## config.mk

```make
export PLATFORM = sky130hd
export DESIGN_NAME = bkm_front
export DESIGN_NICKNAME = d
export VERILOG_FILES = /design/src/rtl/bkm_pkg.sv /design/src/rtl/bkm_front.sv
export SDC_FILE = /design/constraint.sdc
export NUM_CORES = 2
export LEC_CHECK = 0
export BUFFER_PORTS_ARGS = -buffer_cell sky130_fd_sc_hd__buf_2
export CAP_MARGIN = 20
export CORE_MARGIN = 1
export CORE_UTILIZATION = 55
export DETAILED_ROUTE_END_ITERATION = 8
export PLACE_DENSITY = 0.72
export SYNTH_ARGS = -nofsm -noshare
export SYNTH_HDL_FRONTEND = slang
export SYNTH_SLANG_ARGS = --single-unit
```

## constraint.sdc

```tcl
create_clock -name i_clk -period 13.05 [get_ports i_clk]
set_input_delay 1.305 -clock i_clk [delete_from_list [all_inputs] [get_ports i_clk]]
set_output_delay 1.305 -clock i_clk [all_outputs]
set_load 0.01 [all_outputs]
```

## src/rtl/bkm_pkg.sv

```systemverilog
// Package for the bottom-k MinHash sketch: sizes, hash constants, codes,
// item structs and state enums. No dependencies.
`default_nettype none
package bkm_pkg;

    localparam int KMER_LENGTH = 24;
    localparam int HEAP_DEPTH  = 4096;
    localparam int HEAP_AW     = $clog2(HEAP_DEPTH);
    localparam int SIZE_W      = HEAP_AW + 1;
    localparam int SEEN_W      = $clog2(KMER_LENGTH + 1);
    localparam int LANES       = KMER_LENGTH / 8;
    localparam int LANE_W      = $clog2(LANES);

    localparam logic [11:0] SKETCH_RESET = 12'd3000;
    localparam logic [11:0] COUNT_MAX    = 12'hFFF;
    localparam logic [63:0] ALL_ONES     = 64'hFFFF_FFFF_FFFF_FFFF;

    localparam logic [63:0] XP1 = 64'h9E37_79B1_85EB_CA87;
    localparam logic [63:0] XP2 = 64'hC2B2_AE3D_27D4_EB4F;
    localparam logic [63:0] XP3 = 64'h1656_67B1_9E37_79F9;
    localparam logic [63:0] XP4 = 64'h85EB_CA77_C2B2_AE63;
    localparam logic [63:0] XP5 = 64'h27D4_EB2F_1656_67C5;

    // operation codes
    localparam logic [1:0] OP_PUSH  = 2'd0;
    localparam logic [1:0] OP_POP   = 2'd1;
    localparam logic [1:0] OP_CLEAR = 2'd2;

    // configuration register indexes
    localparam logic CFG_SKETCH_LIMIT = 1'b0;
    localparam logic CFG_HASH_SEED    = 1'b1;

    typedef struct packed {
        logic [1:0] operation;
        logic [7:0] base;
    } t_in_item;

    typedef struct packed {
        logic        kmer_ready;
        logic        inserted;
        logic [63:0] hash_value;
        logic [11:0] entry_count;
        logic        heap_empty;
    } t_out_item;

    // classified command passed from front to back
    typedef struct packed {
        logic [1:0]  op;
        logic        kmer;
        logic [63:0] hash;
    } t_cmd;

    typedef enum logic [1:0] {
        FS_IDLE,
        FS_HASH,
        FS_PUSH
    } t_fstate;

    // multiply step of the hash sequence
    typedef enum logic [2:0] {
        HK_LANE,
        HK_ROUND,
        HK_MIX,
        HK_AVAL1,
        HK_AVAL2
    } t_hkind;

    typedef enum logic [2:0] {
        BS_IDLE,
        BS_UP_RD,
        BS_UP_CMP,
        BS_DN_LAST,
        BS_DN_RD,
        BS_DN_CMP,
        BS_EMIT
    } t_bstate;

endpackage
`default_nettype wire

```

## src/rtl/bkm_front.sv

```systemverilog
// Front end: takes input items, keeps the base window and runs the k-mer hash
// on a shared 32x32 multiplier. Depends on bkm_pkg.
`default_nettype none
module bkm_front (
    input  wire                    i_clk,
    input  wire                    i_rst_n,
    input  wire                    i_valid,
    output logic                   o_ready,
    input  bkm_pkg::t_in_item      i_data,
    input  wire  [63:0]            i_seed,
    output logic                   o_enq_valid,
    input  wire                    i_enq_ready,
    output bkm_pkg::t_cmd          o_enq_data
);

    bkm_pkg::t_fstate r_state, n_state;
    logic [7:0]  r_win [bkm_pkg::KMER_LENGTH];
    logic [7:0]  n_win [bkm_pkg::KMER_LENGTH];
    logic [bkm_pkg::SEEN_W-1:0] r_seen, n_seen;
    logic [63:0] r_h, n_h;
    logic [63:0] r_ma, n_ma;
    logic [63:0] r_acc, n_acc;
    logic [1:0]  r_part, n_part;
    bkm_pkg::t_hkind r_kind, n_kind;
    logic [bkm_pkg::LANE_W-1:0] r_lane, n_lane;
    bkm_pkg::t_cmd r_cmd, n_cmd;

    logic        w_acc;
    logic [63:0] w_lanes [bkm_pkg::LANES];
    logic [63:0] w_lane0_next;
    logic [63:0] w_b;
    logic [31:0] w_ma_part, w_mb_part;
    logic [63:0] w_prod;
    logic [63:0] w_mix;

    assign w_acc = i_valid && o_ready;

    // shift the window by one base
    always_comb begin
        for (int i = 0; i < bkm_pkg::KMER_LENGTH - 1; i++) begin
            n_win[i] = r_win[i + 1];
        end
        n_win[bkm_pkg::KMER_LENGTH-1] = i_data.base;
    end

    // little-endian lanes, oldest byte lowest
    always_comb begin
        for (int l = 0; l < bkm_pkg::LANES; l++) begin
            for (int b = 0; b < 8; b++) begin
                w_lanes[l][8*b +: 8] = r_win[8*l + b];
            end
        end
        for (int b = 0; b < 8; b++) begin
            w_lane0_next[8*b +: 8] = n_win[b];
        end
    end

    // pick the multiplier constant and the 32-bit partial product operands
    always_comb begin
        case (r_kind)
            bkm_pkg::HK_LANE:  w_b = bkm_pkg::XP2;
            bkm_pkg::HK_ROUND: w_b = bkm_pkg::XP1;
            bkm_pkg::HK_MIX:   w_b = bkm_pkg::XP1;
            bkm_pkg::HK_AVAL1: w_b = bkm_pkg::XP2;
            bkm_pkg::HK_AVAL2: w_b = bkm_pkg::XP3;
            default:           w_b = bkm_pkg::XP1;
        endcase
    end

    assign w_ma_part = (r_part == 2'd1) ? r_ma[63:32] : r_ma[31:0];
    assign w_mb_part = (r_part == 2'd2) ? w_b[63:32] : w_b[31:0];
    assign w_prod    = 64'(w_ma_part) * 64'(w_mb_part);
    assign w_mix     = r_acc + bkm_pkg::XP4;

    // next state
    always_comb begin
        n_state = r_state;
        case (r_state)
            bkm_pkg::FS_IDLE: begin
                if (w_acc) begin
                    if (i_data.operation == bkm_pkg::OP_PUSH &&
                        n_seen == bkm_pkg::SEEN_W'(bkm_pkg::KMER_LENGTH)) begin
                        n_state = bkm_pkg::FS_HASH;
                    end else begin
                        n_state = bkm_pkg::FS_PUSH;
                    end
                end
            end
            bkm_pkg::FS_HASH: begin
                if (r_part == 2'd3 && r_kind == bkm_pkg::HK_AVAL2) begin
                    n_state = bkm_pkg::FS_PUSH;
                end
            end
            bkm_pkg::FS_PUSH: begin
                if (i_enq_ready) begin
                    n_state = bkm_pkg::FS_IDLE;
                end
            end
            default: n_state = bkm_pkg::FS_IDLE;
        endcase
    end

    // handshake outputs
    always_comb begin
        o_ready     = (r_state == bkm_pkg::FS_IDLE);
        o_enq_valid = (r_state == bkm_pkg::FS_PUSH);
    end

    assign o_enq_data = r_cmd;

    // datapath next values
    always_comb begin
        n_seen = r_seen;
        n_h    = r_h;
        n_ma   = r_ma;
        n_acc  = r_acc;
        n_part = r_part;
        n_kind = r_kind;
        n_lane = r_lane;
        n_cmd  = r_cmd;
        case (r_state)
            bkm_pkg::FS_IDLE: begin
                if (i_data.operation == bkm_pkg::OP_PUSH) begin
                    n_seen = (r_seen < bkm_pkg::SEEN_W'(bkm_pkg::KMER_LENGTH))
                        ? r_seen + 1'b1 : r_seen;
                end else if (i_data.operation == bkm_pkg::OP_CLEAR) begin
                    n_seen = '0;
                end
                n_cmd.op   = i_data.operation;
                n_cmd.kmer = 1'b0;
                n_cmd.hash = '0;
                // start the hash: seed + prime 5 + length, first lane
                n_h    = i_seed + bkm_pkg::XP5 + 64'(bkm_pkg::KMER_LENGTH);
                n_ma   = w_lane0_next;
                n_part = 2'd0;
                n_kind = bkm_pkg::HK_LANE;
                n_lane = '0;
            end
            bkm_pkg::FS_HASH: begin
                n_part = r_part + 2'd1;
                case (r_part)
                    2'd0: n_acc = w_prod;
                    2'd1: n_acc = r_acc + {w_prod[31:0], 32'd0};
                    2'd2: n_acc = r_acc + {w_prod[31:0], 32'd0};
                    default: begin
                        // product is complete in r_acc: set up the next step
                        case (r_kind)
                            bkm_pkg::HK_LANE: begin
                                n_ma   = {r_acc[32:0], r_acc[63:33]};
                                n_kind = bkm_pkg::HK_ROUND;
                            end
                            bkm_pkg::HK_ROUND: begin
                                n_ma   = {(r_h[36:0] ^ r_acc[36:0]),
                                          (r_h[63:37] ^ r_acc[63:37])};
                                n_kind = bkm_pkg::HK_MIX;
                            end
                            bkm_pkg::HK_MIX: begin
                                n_h = w_mix;
                                if (r_lane == bkm_pkg::LANE_W'(bkm_pkg::LANES - 1)) begin
                                    n_ma   = w_mix ^ (w_mix >> 33);
                                    n_kind = bkm_pkg::HK_AVAL1;
                                end else begin
                                    n_lane = r_lane + 1'b1;
                                    n_ma   = w_lanes[r_lane + 1'b1];
                                    n_kind = bkm_pkg::HK_LANE;
                                end
                            end
                            bkm_pkg::HK_AVAL1: begin
                                n_ma   = r_acc ^ (r_acc >> 29);
                                n_kind = bkm_pkg::HK_AVAL2;
                            end
                            default: begin
                                n_cmd.op   = bkm_pkg::OP_PUSH;
                                n_cmd.kmer = 1'b1;
                                n_cmd.hash = r_acc ^ (r_acc >> 32);
                            end
                        endcase
                    end
                endcase
            end
            default: ;
        endcase
    end

    // control registers
    always_ff @(posedge i_clk) begin
        if (!i_rst_n) begin
            r_state <= bkm_pkg::FS_IDLE;
            r_seen  <= '0;
            r_part  <= '0;
            r_kind  <= bkm_pkg::HK_LANE;
            r_lane  <= '0;
        end else begin
            r_state <= n_state;
            r_part  <= n_part;
            r_kind  <= n_kind;
            r_lane  <= n_lane;
            if (w_acc) begin
                r_seen <= n_seen;
            end
        end
    end

    // payload registers
    always_ff @(posedge i_clk) begin
        if (w_acc && i_data.operation == bkm_pkg::OP_PUSH) begin
            r_win <= n_win;
        end
        r_h   <= n_h;
        r_ma  <= n_ma;
        r_acc <= n_acc;
        r_cmd <= n_cmd;
    end

endmodule
`default_nettype wire

```

==> impl_metrics.toml <==
[run_status]
status = "finished clean"

[layout]
areaGrowthSynthToFinish_pct = 6.485
mostFrequentLayoutCells = "inv_1 (1077), fa_1 (893), nand2_1 (606)"
drive_above_1_share_pct = 8.158
fin_area_um2 = 62500
seq_area_um2 = 13830
fillers = 9156
final_core_util_pct = 59.21
layout_commonest_cell = "inv_1"
nNetsFinal = 7325
multiInputGateArea_um2 = 39570

[critical_path]
reg2reg_from = "r_kind[1]$_SDFFE_PN0P_"
startpoint_type = "flop"
cp.required_ns = 13.39
critPathArrivalTime_ns = 12.20
reg2reg_depth = 32
cpPeakStageDelay_ns = 0.89
worstSetupEndpointType = "flop"
path_max_fanout = 24
slowest_stage = "nor2_4"
path_class = "reg2reg"
crit_top_cell = "fa_1"
critPathLaunch = "r_kind[1]$_SDFFE_PN0P_"

[sta]
rsz0062_at_grt = "no"
period_minus_slack_ns = 11.86
max_freq_ghz = 0.08433
relSlewSlack_pct = 12.20
tightest_slew_ns = 1.313
finalMaxSlewViolations = 0
hold_viol = 0
finClkSkew_ns = 0.02385
hold_slack_ns = 0.4504
final-setup-viol-count = 0
post-route-period-util_pct = 90.87
tns_ns = 0

[routing]
routed_wl_um = 253400
drt_pass1_iterations = 7
routedWlPerCell_um = 33.87
remaining_drc_errors = 0
drt-initial-drc-count = 6300
dr_total_vias = 48210
final_antenna_net_count = 0
viasPerCell = 6.444

[die]
fp-row-count = 119
pin_count = 147
initial_utilization_pct = 55.60
die_x_um = 328.7
coreArea_um2 = 105600
chipHeight_um = 328.7
die-area_um2 = 108000

[global_route]
grt_pass1_wl_um = 356400
grt_max_degree = 70
overflow = 0
grt_pass1_vias = 48350
antenna_found_initial = 24
grtUsageTotal_pct = 47.41

[worst_hold_path]
hold_class = "reg2reg"
min_from = "n_win[44]$_DFFE_PP_"
min_path_cells = 0

[synth]
synth_nets = 7349
synth_edf_count = 451
async_flop_share_pct = 0
postSynthAreaPerCell_um2 = 9.671
synth.top_cell.area_share_pct = 30.46
synth_seq_cells = 465
yosys_warnings = 0
netlist_top_cells_area = "fa_1 (30%), edfxtp_1 (23%), inv_1 (6.9%), ha_1 (6.6%), nand2_1 (3.9%)"
synth_cell_types = 115
synth_ff_type = "edfxtp_1"
synth_area_leader_cell = "fa_1"
netlist_instances = 6069
syn_area_um2 = 58700
ys_seq_area_share_pct = 23.55

[clock_tree]
clkLatencyLatePin_ns = 0.61
cts.hold.buffers_added = 0
numClockSinks = 465
cts_buffers = 45
cts_root_buffer = "clkbuf_16"
htreeDepth = 2
post_cts.repair.setup_buffers = 0
cts_tree = "yes"
path_clk_slew_ns = 0.07
cts_resized = 0
cts_buffer_depth = 3

[placement]
dpl.hpwl_um = 202500
numPortBuffers = 146
gp_congestion = 1.088
post_dp_cell_area_um2 = 60820

[flow_run]
cap_violations = 0
[cell usage after synthesis, drive strengths merged (30+ instances only)]
| library cell | count |
|---|---|
| nor2 | 459 |
| nand2 | 609 |
| clkbuf | 268 |
| and2 | 44 |
| a221oi | 43 |
| fa | 893 |
| nand3 | 42 |
| a21oi | 342 |
| a211oi | 75 |
| a21o | 44 |
| mux2i | 56 |
| o21bai | 30 |
| a31oi | 36 |
| xor2 | 103 |
| nor3 | 95 |
| o21ai | 212 |
| or3 | 60 |
| inv | 1078 |
| ha | 309 |
| edfxtp | 451 |
| buf | 64 |
| xnor2 | 239 |
| o31ai | 39 |
| mux2 | 61 |
| nor2b | 43 |
[sequential cells by signal, indices dropped and copies added (netlist names), 3 cells and up]
name        cells
r_win           8
r_acc          64
r_h            64
r_seen          5
r_ma           64
r_kind          3
o_enq_data     67
n_win         184
[layout make-up]
cell class / count / area share (%)
antenna: 11 / 0.04404
clock buffer: 51 / 1.870
clock inverter: 31 / 0.6886
inverter: 1087 / 6.532
multi-input combinational: 4180 / 63.31
sequential: 465 / 22.13
tap: 1391 / 2.785
timing repair buffer: 266 / 2.646
[worst max-delay path, delay by kind of cell, from the launching register on]
kind	cells	cell delay, ns
XOR/XNOR	1	0.32
buffers and inverters	2	0.18
flip-flops	1	0.42
AND/OR/NAND/NOR	13	4.67
adder cells (fa/ha/maj)	10	4.67
AO/OA/AOI/OAI	6	1.32
[kinds of logic (layout without fill, tap and decap cells)]
logic type                 Yosys count  in the layout  synth area share [%]
muxes                              117            117                 2.132
and+or+nand+nor                   1492           1492                 11.28
adders and majority gates         1202           1202                 37.04
buffers and inverters             1424           1435                 9.341
AOI/OAI and AO/OA                 1023           1023                 11.39
xor gates and xnor gates           346            346                 5.257
other                                0             11                     0
DFF                                465            465                 23.55
[path summary, 6_finish.rpt]
kind	end	slack, ns
min	n_win[52]$_DFFE_PP_	0.45
max	r_acc[60]$_DFFE_PP_	1.19
min reg2reg	n_win[52]$_DFFE_PP_	0.45
max reg2reg	r_acc[60]$_DFFE_PP_	1.19
[per-layer routing]
metal	share of wire [%]	vias to the layer above	global-route usage [%]
met1	35	23960	57.04
met4	9.6	26	36.26
met5	0.063	-	0
met2	44	3544	71.78
met3	12	957	14.00
li1	-	19730	-
[per-stage QoR]
step / setup WS [ns] / std cells
after floorplan: 3.393 / 6069
after global placement: 1.587 / 7382
after detailed placement: 1.551 / 7382
after CTS: 1.477 / 7464
after global routing: 0.8549 / 7472
final: 1.192 / 7482
Power is left out: the tool's default activity adds up to more than one toggle a clock period on the data nets, which glitch-free logic cannot reach.
