$ cat src/rtl/bkm_pkg.sv
// Package for the bottom-k MinHash sketch: sizes, hash constants, codes,
// item structs and state enums. No dependencies.
`default_nettype none
package bkm_pkg;

    localparam int KMER_LENGTH = 24;
    localparam int HEAP_DEPTH  = 4096;
    localparam int HEAP_AW     = $clog2(HEAP_DEPTH);
    localparam int SIZE_W      = HEAP_AW + 1;
    localparam int SEEN_W      = $clog2(KMER_LENGTH + 1);
    localparam int LANES       = KMER_LENGTH / 8;
    localparam int LANE_W      = $clog2(LANES);

    localparam logic [11:0] SKETCH_RESET = 12'd3000;
    localparam logic [11:0] COUNT_MAX    = 12'hFFF;
    localparam logic [63:0] ALL_ONES     = 64'hFFFF_FFFF_FFFF_FFFF;

    localparam logic [63:0] XP1 = 64'h9E37_79B1_85EB_CA87;
    localparam logic [63:0] XP2 = 64'hC2B2_AE3D_27D4_EB4F;
    localparam logic [63:0] XP3 = 64'h1656_67B1_9E37_79F9;
    localparam logic [63:0] XP4 = 64'h85EB_CA77_C2B2_AE63;
    localparam logic [63:0] XP5 = 64'h27D4_EB2F_1656_67C5;

    // operation codes
    localparam logic [1:0] OP_PUSH  = 2'd0;
    localparam logic [1:0] OP_POP   = 2'd1;
    localparam logic [1:0] OP_CLEAR = 2'd2;

    // configuration register indexes
    localparam logic CFG_SKETCH_LIMIT = 1'b0;
    localparam logic CFG_HASH_SEED    = 1'b1;

    typedef struct packed {
        logic [1:0] operation;
        logic [7:0] base;
    } t_in_item;

    typedef struct packed {
        logic        kmer_ready;
        logic        inserted;
        logic [63:0] hash_value;
        logic [11:0] entry_count;
        logic        heap_empty;
    } t_out_item;

    // classified command passed from front to back
    typedef struct packed {
        logic [1:0]  op;
        logic        kmer;
        logic [63:0] hash;
    } t_cmd;

    typedef enum logic [1:0] {
        FS_IDLE,
        FS_HASH,
        FS_PUSH
    } t_fstate;

    // multiply step of the hash sequence
    typedef enum logic [2:0] {
        HK_LANE,
        HK_ROUND,
        HK_MIX,
        HK_AVAL1,
        HK_AVAL2
    } t_hkind;

    typedef enum logic [2:0] {
        BS_IDLE,
        BS_UP_RD,
        BS_UP_CMP,
        BS_DN_LAST,
        BS_DN_RD,
        BS_DN_CMP,
        BS_EMIT
    } t_bstate;

endpackage
`default_nettype wire

$ cat src/rtl/bkm_cmd_fifo.sv
// Two-entry command queue between the front end and the heap engine.
// Depends on bkm_pkg.
`default_nettype none
module bkm_cmd_fifo (
    input  wire            i_clk,
    input  wire            i_rst_n,
    input  wire            i_valid,
    output logic           o_ready,
    input  bkm_pkg::t_cmd  i_data,
    output logic           o_valid,
    input  wire            i_ready,
    output bkm_pkg::t_cmd  o_data
);

    bkm_pkg::t_cmd r_mem [2];
    logic       r_wp, r_rp;
    logic [1:0] r_cnt;
    logic       w_push, w_pop;

    assign o_ready = (r_cnt != 2'd2);
    assign o_valid = (r_cnt != 2'd0);
    assign o_data  = r_mem[r_rp];
    assign w_push  = i_valid && o_ready;
    assign w_pop   = o_valid && i_ready;

    // advance pointers and count
    always_ff @(posedge i_clk) begin
        if (!i_rst_n) begin
            r_wp  <= 1'b0;
            r_rp  <= 1'b0;
            r_cnt <= '0;
        end else begin
            if (w_push) begin
                r_wp <= ~r_wp;
            end
            if (w_pop) begin
                r_rp <= ~r_rp;
            end
            r_cnt <= r_cnt + {1'b0, w_push} - {1'b0, w_pop};
        end
    end

    // hold entries
    always_ff @(posedge i_clk) begin
        if (w_push) begin
            r_mem[r_wp] <= i_data;
        end
    end

endmodule
`default_nettype wire

$ cat config.mk
export PLATFORM = sky130hd
export DESIGN_NAME = bkm_cmd_fifo
export DESIGN_NICKNAME = d
export VERILOG_FILES = /design/src/rtl/bkm_pkg.sv /design/src/rtl/bkm_cmd_fifo.sv
export SDC_FILE = /design/constraint.sdc
export NUM_CORES = 1
export LEC_CHECK = 0
export BUFFER_PORTS_ARGS = -buffer_cell sky130_fd_sc_hd__buf_2
export CAP_MARGIN = 20
export CORE_UTILIZATION = 35
export CTS_BUF_LIST = sky130_fd_sc_hd__clkbuf_2 sky130_fd_sc_hd__clkbuf_4 sky130_fd_sc_hd__clkbuf_8
export DETAILED_ROUTE_END_ITERATION = 10
export GPL_ROUTABILITY_DRIVEN = 0
export HOLD_SLACK_MARGIN = 0.08
export PLACE_DENSITY = 0.67
export SYNTH_ARGS = -nofsm -noshare
export SYNTH_HDL_FRONTEND = slang
export SYNTH_SLANG_ARGS = --single-unit
$ cat constraint.sdc
create_clock -name i_clk -period 4.5 [get_ports i_clk]
set_input_delay 0.9 -clock i_clk [delete_from_list [all_inputs] [get_ports i_clk]]
set_output_delay 0.9 -clock i_clk [all_outputs]
set_load 0.1 [all_outputs]
==> results.ini, run 1 <==
[run_status]
outcome=finished clean

[floorplanning]
start_util=0.3578
die_area_um2=15290
coreArea_um2=14480
chipHeight_um=123.7
boundaryPins=140
die_x_um=123.7
rows=44

[finish]
layout-drive-gt1-share=0.5995
nets=457
area_growth_pct=25.02
n_antenna_cell=0
fillerInstances=1295

[critical_path]
critPathKind=register to output port
r2r_cells=4
worstPathRequired_ns=3.60
crit_path_max_incr_delay_ns=1.02
cp_max_fo=67
critPathTopFamily=flip-flops
arrival_ns=2.30
reg2reg_slack_ns=2.35
critPathLaunchType=register
worst_r2r_endpoint=r_mem[0][17]$_DFFE_PP_
crit_path_end_kind=output port
critPathSlowestCell=dfxtp_4
crit_chain=mux2_2 > buf_2
critPathBufInv=1
worstReg2RegStart=r_cnt[0]$_SDFF_PN0_

[yosys]
netlist_area_um2=5181
synth_area_per_cell_um2=22.33
syn_nets=305
syn_inst=232
ys_ff_latch=139
synth-seq-area-share=0.7959
synth_cell_type_count=19
ys.warnings.count=0

[routing]
ant_nets=0
wl_mm=8.776
via_count=2584
drc=0
drtIter0Drc=141
wl_per_cell_um=15.10
first_pass_iters=4
via_per_inst=4.448

[timing]
setup_tns_ns=0
worst_pin_slew_ns=1.096
setup_viol=0
relSlewSlack=0.2695
slew_viol_final=0
timing.final.crit_share=0.7115
fin_skew_ns=0.005880
final-hold-violation-count=0
max_freq_mhz=312.3
period_needed_ns=3.202
grt_setup_unrepaired=false

[clock_tree]
cts.htree.levels=4
clock_path_buffers=2
clkLatencyLatePin_ns=0.44
post-cts-setup-buffers=0
cts_tree=built
clk_pin_slew_ns=0.07
cts_buffers=17
cts-root-buf=clkbuf_8
postCtsHoldBufs=0
cts_resized=0
cts.sinks=139

[min_path]
hold_end=r_wp$_SDFFE_PN0N_
hold_path.class=register to register
holdPathStages=2
worstHoldStart=r_wp$_SDFFE_PN0N_

[global_route]
grt_pass1_wl_mm=12.87
overflow=0
antenna_found_initial=0
grt_max_degree=68
grt_use_total=0.1194
grt_pass1_vias=2600

[placement]
portBuffers=139
post-dp-hpwl_mm=5.560

[flow_run]
max-cap-violations=0

[per-layer routing]
metal | global-route usage | up-vias | part of all wire
met5 | 0 | - | 0
met4 | 0.07455 | 0 | 0.023
met3 | 0.04991 | 17 | 0.070
met2 | 0.1896 | 86 | 0.50
met1 | 0.1326 | 1267 | 0.40
li1 | - | 1214 | -
[state kept, by name, indices dropped and copies added (netlist names), named ones only]
name	cells
r_wp	1
r_mem	134
r_cnt	2
r_rp	1
[worst reg2reg max path: stages, from the launching register on]
cell and delay (ns):
dfxtp_1 0.37, nand2b_1 0.17, nand2_1 0.15, nor2_4 0.78
buf_12 0.34
[synthesized netlist by cell type (all sizes together)]
library cell | instances | area share
edfxtp | 134 | 0.78
mux2 | 67 | 0.17
buf | 7 | 0.011
dfxtp | 5 | 0.019
xnor2 | 3 | 0.0051
and2 | 2 | 0.0024
ha | 2 | 0.0048
nand2 | 2 | 0.0014
nand2b | 2 | 0.0024
nor2b | 2 | 0.0024
and3 | 1 | 0.0012
inv | 1 | 0.00072
mux2i | 1 | 0.0019
nor2 | 1 | 0.00072
o21a | 1 | 0.0014
or2 | 1 | 0.0012
[cell usage in the layout, fill, tap and decap left out, drive strengths merged, types with 2 or more instances in the layout]
cell type,instances
and2,2
buf,140
bufinv,3
clkbuf,17
clkinv,7
clkinvlp,5
dfxtp,5
edfxtp,134
ha,2
mux2,67
nand2,2
nand2b,2
nor2b,2
xnor2,3
[worst max-delay path by stage]
stage                              startpoint                     to  cells after the start
after floorplan           r_cnt[0]$_SDFF_PN0_  r_mem[0][0]$_DFFE_PP_                      3
after global placement               register             o_data[27]                      2
after detailed placement             register             o_data[27]                      2
after CTS                            register             o_data[27]                      2
after global routing                 register             o_data[19]                      2
final                                register             o_data[22]                      2
[area by class of cell]
type	instances	area (um^2)	area share
clock inverters	15	156.4	0.02415
flip-flops and latches	139	4128	0.6372
repair buffers	140	715.7	0.1105
well taps	184	230.2	0.03554
multi-input cells	85	1010	0.1559
clock buffers	17	234.0	0.03612
inverters	1	3.754	0.0005795
[kinds of logic (layout without fill, tap and decap cells)]
kind of cell,Yosys count,in the layout,share of synthesized area
AO/OA/AOI/OAI,1,1,0.001449
XOR/XNOR,3,3,0.005072
adder cells (fa/ha/maj),2,2,0.004829
buffers and inverters,8,173,0.01159
flip-flops,139,139,0.7959
multiplexers,68,68,0.1693
AND/OR/NAND/NOR,11,11,0.01183
[through the flow]
stage	setup WS [ns]	hold WS (ns)	utilization	cells	instance area [um^2]
floorplan	0.8749	0.4660	-	232	5184
global placement	1.730	0.5043	0.4204	549	6087
detailed placement	1.733	0.5295	0.4204	549	6087
CTS	1.215	0.5433	0.4474	581	6477
global route	1.141	0.5835	0.4474	581	6477
finish	1.298	0.5446	0.4474	581	6477
Power of run 1 is left out: the tool's default activity adds up to more than one toggle a clock period on the data nets, which glitch-free logic cannot reach.
==> inputs of run 2 (changes only) <==
PLACE_DENSITY = 0.65   (was 0.67)
clock period = 3.25 ns   (was 4.5 ns; I/O delays follow)
==> run 2 against run 1 <==
Against the previous run: die area is the same; utilization down 0.23 points; global-route usage increased by 0.25 points; non-clock buffer count increased by 3; wire length up 2.7%; first-iteration DRC count is 11% higher; critical path depth is 1 higher; worst setup slack worse by 0.84 ns; via count increased by 0.39%; final area decreased by 0.52%; sequential share of layout area increased by 0.33 points; critical endpoint is now o_data[18]; largest cell class unchanged.
==> results.ini, run 2 (same netlist as run 1, synthesis figures left out) <==
[run_status]
outcome=finished clean

[routing]
wl_per_cell_um=15.43
wl_met1_mm=3.524
drtIter0Drc=156
met3WireLength_um=707
route.met2.wl_mm=4.659
drc=0
wl_mm=9.014
first_pass_iters=4
highest_layer=met4
via_per_inst=4.442
via_count=2594
ant_nets=0

[critical_path]
crit_path_max_incr_delay_ns=0.75
critPathLaunchType=register
cp_max_fo=37
worst_r2r_endpoint=r_mem[1][39]$_DFFE_PP_
worstReg2RegStart=r_cnt[0]$_SDFF_PN0_
r2r_cells=2
worstPathRequired_ns=2.60
crit_path_end_kind=output port
critPathSlowestCell=dfxtp_4
critPathKind=register to output port
reg2reg_slack_ns=1.48
crit_chain=buf_4 > mux2_2 > buf_2
arrival_ns=2.14

[floorplanning]
rows=44
coreArea_um2=14480
boundaryPins=140
die_x_um=123.7
chipHeight_um=123.7
start_util=0.3578
die_area_um2=15290

[finish]
top_register=r_mem
largest_register_ffs=134
layout-drive-gt1-share=0.6040
reg_top3=r_mem: 134 flops, r_cnt: 2 flops
final_common_cell=buf_2
final_area_um2=6444
layout.cells.non_filler=584
area_growth_pct=24.37
nets=460
final_cell_mix=139 x buf_2, 134 x edfxtp_1, 37 x mux2_2, 30 x mux2_4, 17 x clkbuf_8
fillerInstances=1312

[min_path]
hold_end=r_mem[0][32]$_DFFE_PP_
worstHoldStart=i_data[32]
hold_path.class=input port to register
holdPathStages=1

[placement]
dp_cells=552
preCtsSetupSlack_ns=0.8702
post-dp-hpwl_mm=5.669
placed_area_um2=6110
portBuffers=139

[timing]
final-hold-violation-count=0
grt_setup_unrepaired=false
setup_tns_ns=0
max_freq_mhz=358.5
setup_viol=0
fin_skew_ns=0.004880
relSlewSlack=0.3674
period_needed_ns=2.789
setup_slack_ns=0.4609
worst_pin_slew_ns=0.9488
timing.final.crit_share=0.8582
slew_viol_final=0

[global_route]
grt_pass1_vias=2583
grt_use_total=0.1219
grt_max_degree=68
grt_pass1_wl_mm=13.19
overflow=0
antenna_found_initial=1

[clock_tree]
clkLatencyLatePin_ns=0.43
postCtsHoldBufs=0
cts_resized=0
cts_buffers=17
cts.htree.levels=4
clock_path_buffers=2
cts_tree=built
post-cts-setup-buffers=0
cts.sinks=139
cts-root-buf=clkbuf_8
clk_pin_slew_ns=0.07

[flow_run]
max-cap-violations=0

==> run 2: cell type report <==
type                            instances  area [um^2]  area share
Clock buffer                           19        249.0     0.03864
Antenna cell                            1        2.502   0.0003883
Multi-Input combinational cell         85         1010      0.1567
Inverter                                1        3.754   0.0005825
Tap cell                              184        230.2     0.03573
Clock inverter                         12        82.58     0.01282
Sequential cell                       139         4128      0.6406
Timing Repair Buffer                  143        738.2      0.1146
==> run 2: stage by stage <==
step	utilization	hold WS, ns
2_1_floorplan	-	0.4880
3_3_place_gp	0.4220	0.5058
3_5_place_dp	0.4220	0.5228
4_1_cts	0.4449	0.3572
5_1_grt	0.4449	0.3539
6_report	0.4450	0.4027
==> run 2: worst max-delay path: cells and delay by family (launching register included) <==
family	cells	cell delay, ns
multiplexers	1	0.36
buffers and inverters	2	0.59
flip-flops	1	0.75
==> run 2: per-layer routing <==
layer	up-vias	global-route usage
met5	-	0
met4	0	0.05873
met3	12	0.05952
met2	88	0.1958
met1	1274	0.1345
li1	1220	-
==> run 2: how the worst max path moves through the flow <==
stage | start | end | slack [ns] | cells after the start
floorplan | r_cnt[0]$_SDFF_PN0_ | r_mem[0][0]$_DFFE_PP_ | 0.34 | 3
detailed placement | register | o_data[18] | 0.87 | 3
global placement | register | o_data[25] | 0.90 | 3
CTS | register | o_data[18] | 0.37 | 3
global route | register | o_data[18] | 0.32 | 3
finish | register | o_data[18] | 0.46 | 3
Power of run 2 is left out for the same reason.
==> inputs of run 3 (changes only) <==
clock period = 2.9 ns   (was 3.25 ns; I/O delays follow)
==> run 3 against run 2 <==
Against the previous run: final area is 0.76% higher; sequential share of layout area is 0.48 points lower; worst setup slack worse by 0.11 ns; count of clock-buffer cells in the layout is 3 higher; final cell count stayed put; clock skew is 0.0022 ns higher; worst hold slack worse by 0.070 ns; highest routed layer unchanged; non-clock buffer count stayed put; sequential cell count stayed put; via count is 0.31% lower; first-iteration DRC count is 29% lower; largest cell class unchanged.
==> results.ini, run 3 (same netlist as run 1, synthesis figures left out) <==
[finish]
fillerInstances=1295
reg_top3=r_mem: 134 flops, r_cnt: 2 flops
regArea_um2=4128
nets=460
n_antenna_cell=0
largest_register_ffs=134
final_common_cell=buf_2
final_area_um2=6492
layout-drive-gt1-share=0.6125
top_register=r_mem
area_growth_pct=25.31
multiInputGateArea_um2=1008
final_cell_mix=139 x buf_2, 134 x edfxtp_1, 37 x mux2_2, 30 x mux2_4, 17 x clkbuf_8

[placement]
placed_area_um2=6121
post-dp-hpwl_mm=5.580
portBuffers=139
preCtsSetupSlack_ns=0.7920

[timing]
max_freq_mhz=392.4
worst_pin_slew_ns=0.4887
fin_skew_ns=0.007110
setup_viol=0
timing.final.crit_share=0.8788
slew_viol_final=0
period_needed_ns=2.548
hold_slack_ns=0.3332
grt_setup_unrepaired=false
setup_tns_ns=0
final-hold-violation-count=0
setup_slack_ns=0.3516
relSlewSlack=0.6742

[critical_path]
worstReg2RegStart=r_cnt[0]$_SDFF_PN0_
cp_max_fo=59
worst_r2r_endpoint=r_cnt[1]$_SDFF_PN0_
critPathKind=register to output port
worstPathRequired_ns=2.32
arrival_ns=1.97
crit_path_end_kind=output port
reg2reg_slack_ns=1.22
critPathLaunchType=register
r2r_cells=8

[clock_tree]
cts-root-buf=clkbuf_8
cts.sinks=139
cts_buffers=17
cts.htree.levels=4
clk_pin_slew_ns=0.07
cts_resized=0
clkLatencyLatePin_ns=0.43
cts_tree=built
postCtsHoldBufs=0
clock_path_buffers=2
post-cts-setup-buffers=0

[floorplanning]
coreArea_um2=14480
die_area_um2=15290
rows=44
chipHeight_um=123.7
start_util=0.3578
boundaryPins=140
die_x_um=123.7

[global_route]
overflow=0
grt_max_degree=68
grt_use_total=0.1229
grt_pass1_vias=2617
grt_pass1_wl_mm=13.21
antenna_found_initial=0

[routing]
route.met2.wl_mm=4.302
drc=0
via_per_inst=4.428
wl_mm=8.988
highest_layer=met4
met3WireLength_um=577
drtIter0Drc=111
first_pass_iters=4
via_count=2586
wl_per_cell_um=15.39
wl_met1_mm=3.930
ant_nets=0

[min_path]
hold_path.class=input port to register
worstHoldStart=i_data[13]
hold_end=r_mem[1][13]$_DFFE_PP_
holdPathStages=1

[run_status]
outcome=finished clean

[flow_run]
max-cap-violations=0

==> run 3: area by class of cell <==
class / count / share of cell area
sequential: 139 / 0.6358
multi-input combinational: 85 / 0.1553
timing repair buffer: 143 / 0.1156
clock buffer: 22 / 0.04182
tap: 184 / 0.03546
clock inverter: 10 / 0.01542
inverter: 1 / 0.0005781
==> run 3: worst max path at each step <==
stage	startpoint	endpoint	slack, ns	cells past startpoint
global route	register	o_data[22]	0.26	3
finish	register	o_data[22]	0.35	3
floorplan	r_cnt[0]$_SDFF_PN0_	r_mem[0][0]$_DFFE_PP_	0.37	3
detailed placement	register	o_data[22]	0.79	3
global placement	register	o_data[22]	0.81	3
CTS	register	o_data[22]	0.30	3
==> run 3: metal layers <==
metal	global-route usage	vias to the layer above
li1	-	1222
met1	0.1488	1257
met2	0.1878	91
met3	0.04533	16
met4	0.07154	0
met5	0	-
==> run 3: stage by stage <==
stage,std cells,utilization
2_1_floorplan,232,-
3_3_place_gp,552,0.4227
3_5_place_dp,552,0.4227
4_1_cts,584,0.4484
5_1_grt,584,0.4484
6_report,584,0.4484
==> run 3: worst max-delay path, stage by stage, from the launching register on <==
cell and delay, ns:
dfxtp_4 0.44, buf_12 0.36, mux2_2 0.40, buf_2 0.30
Power of run 3 is left out for the same reason.
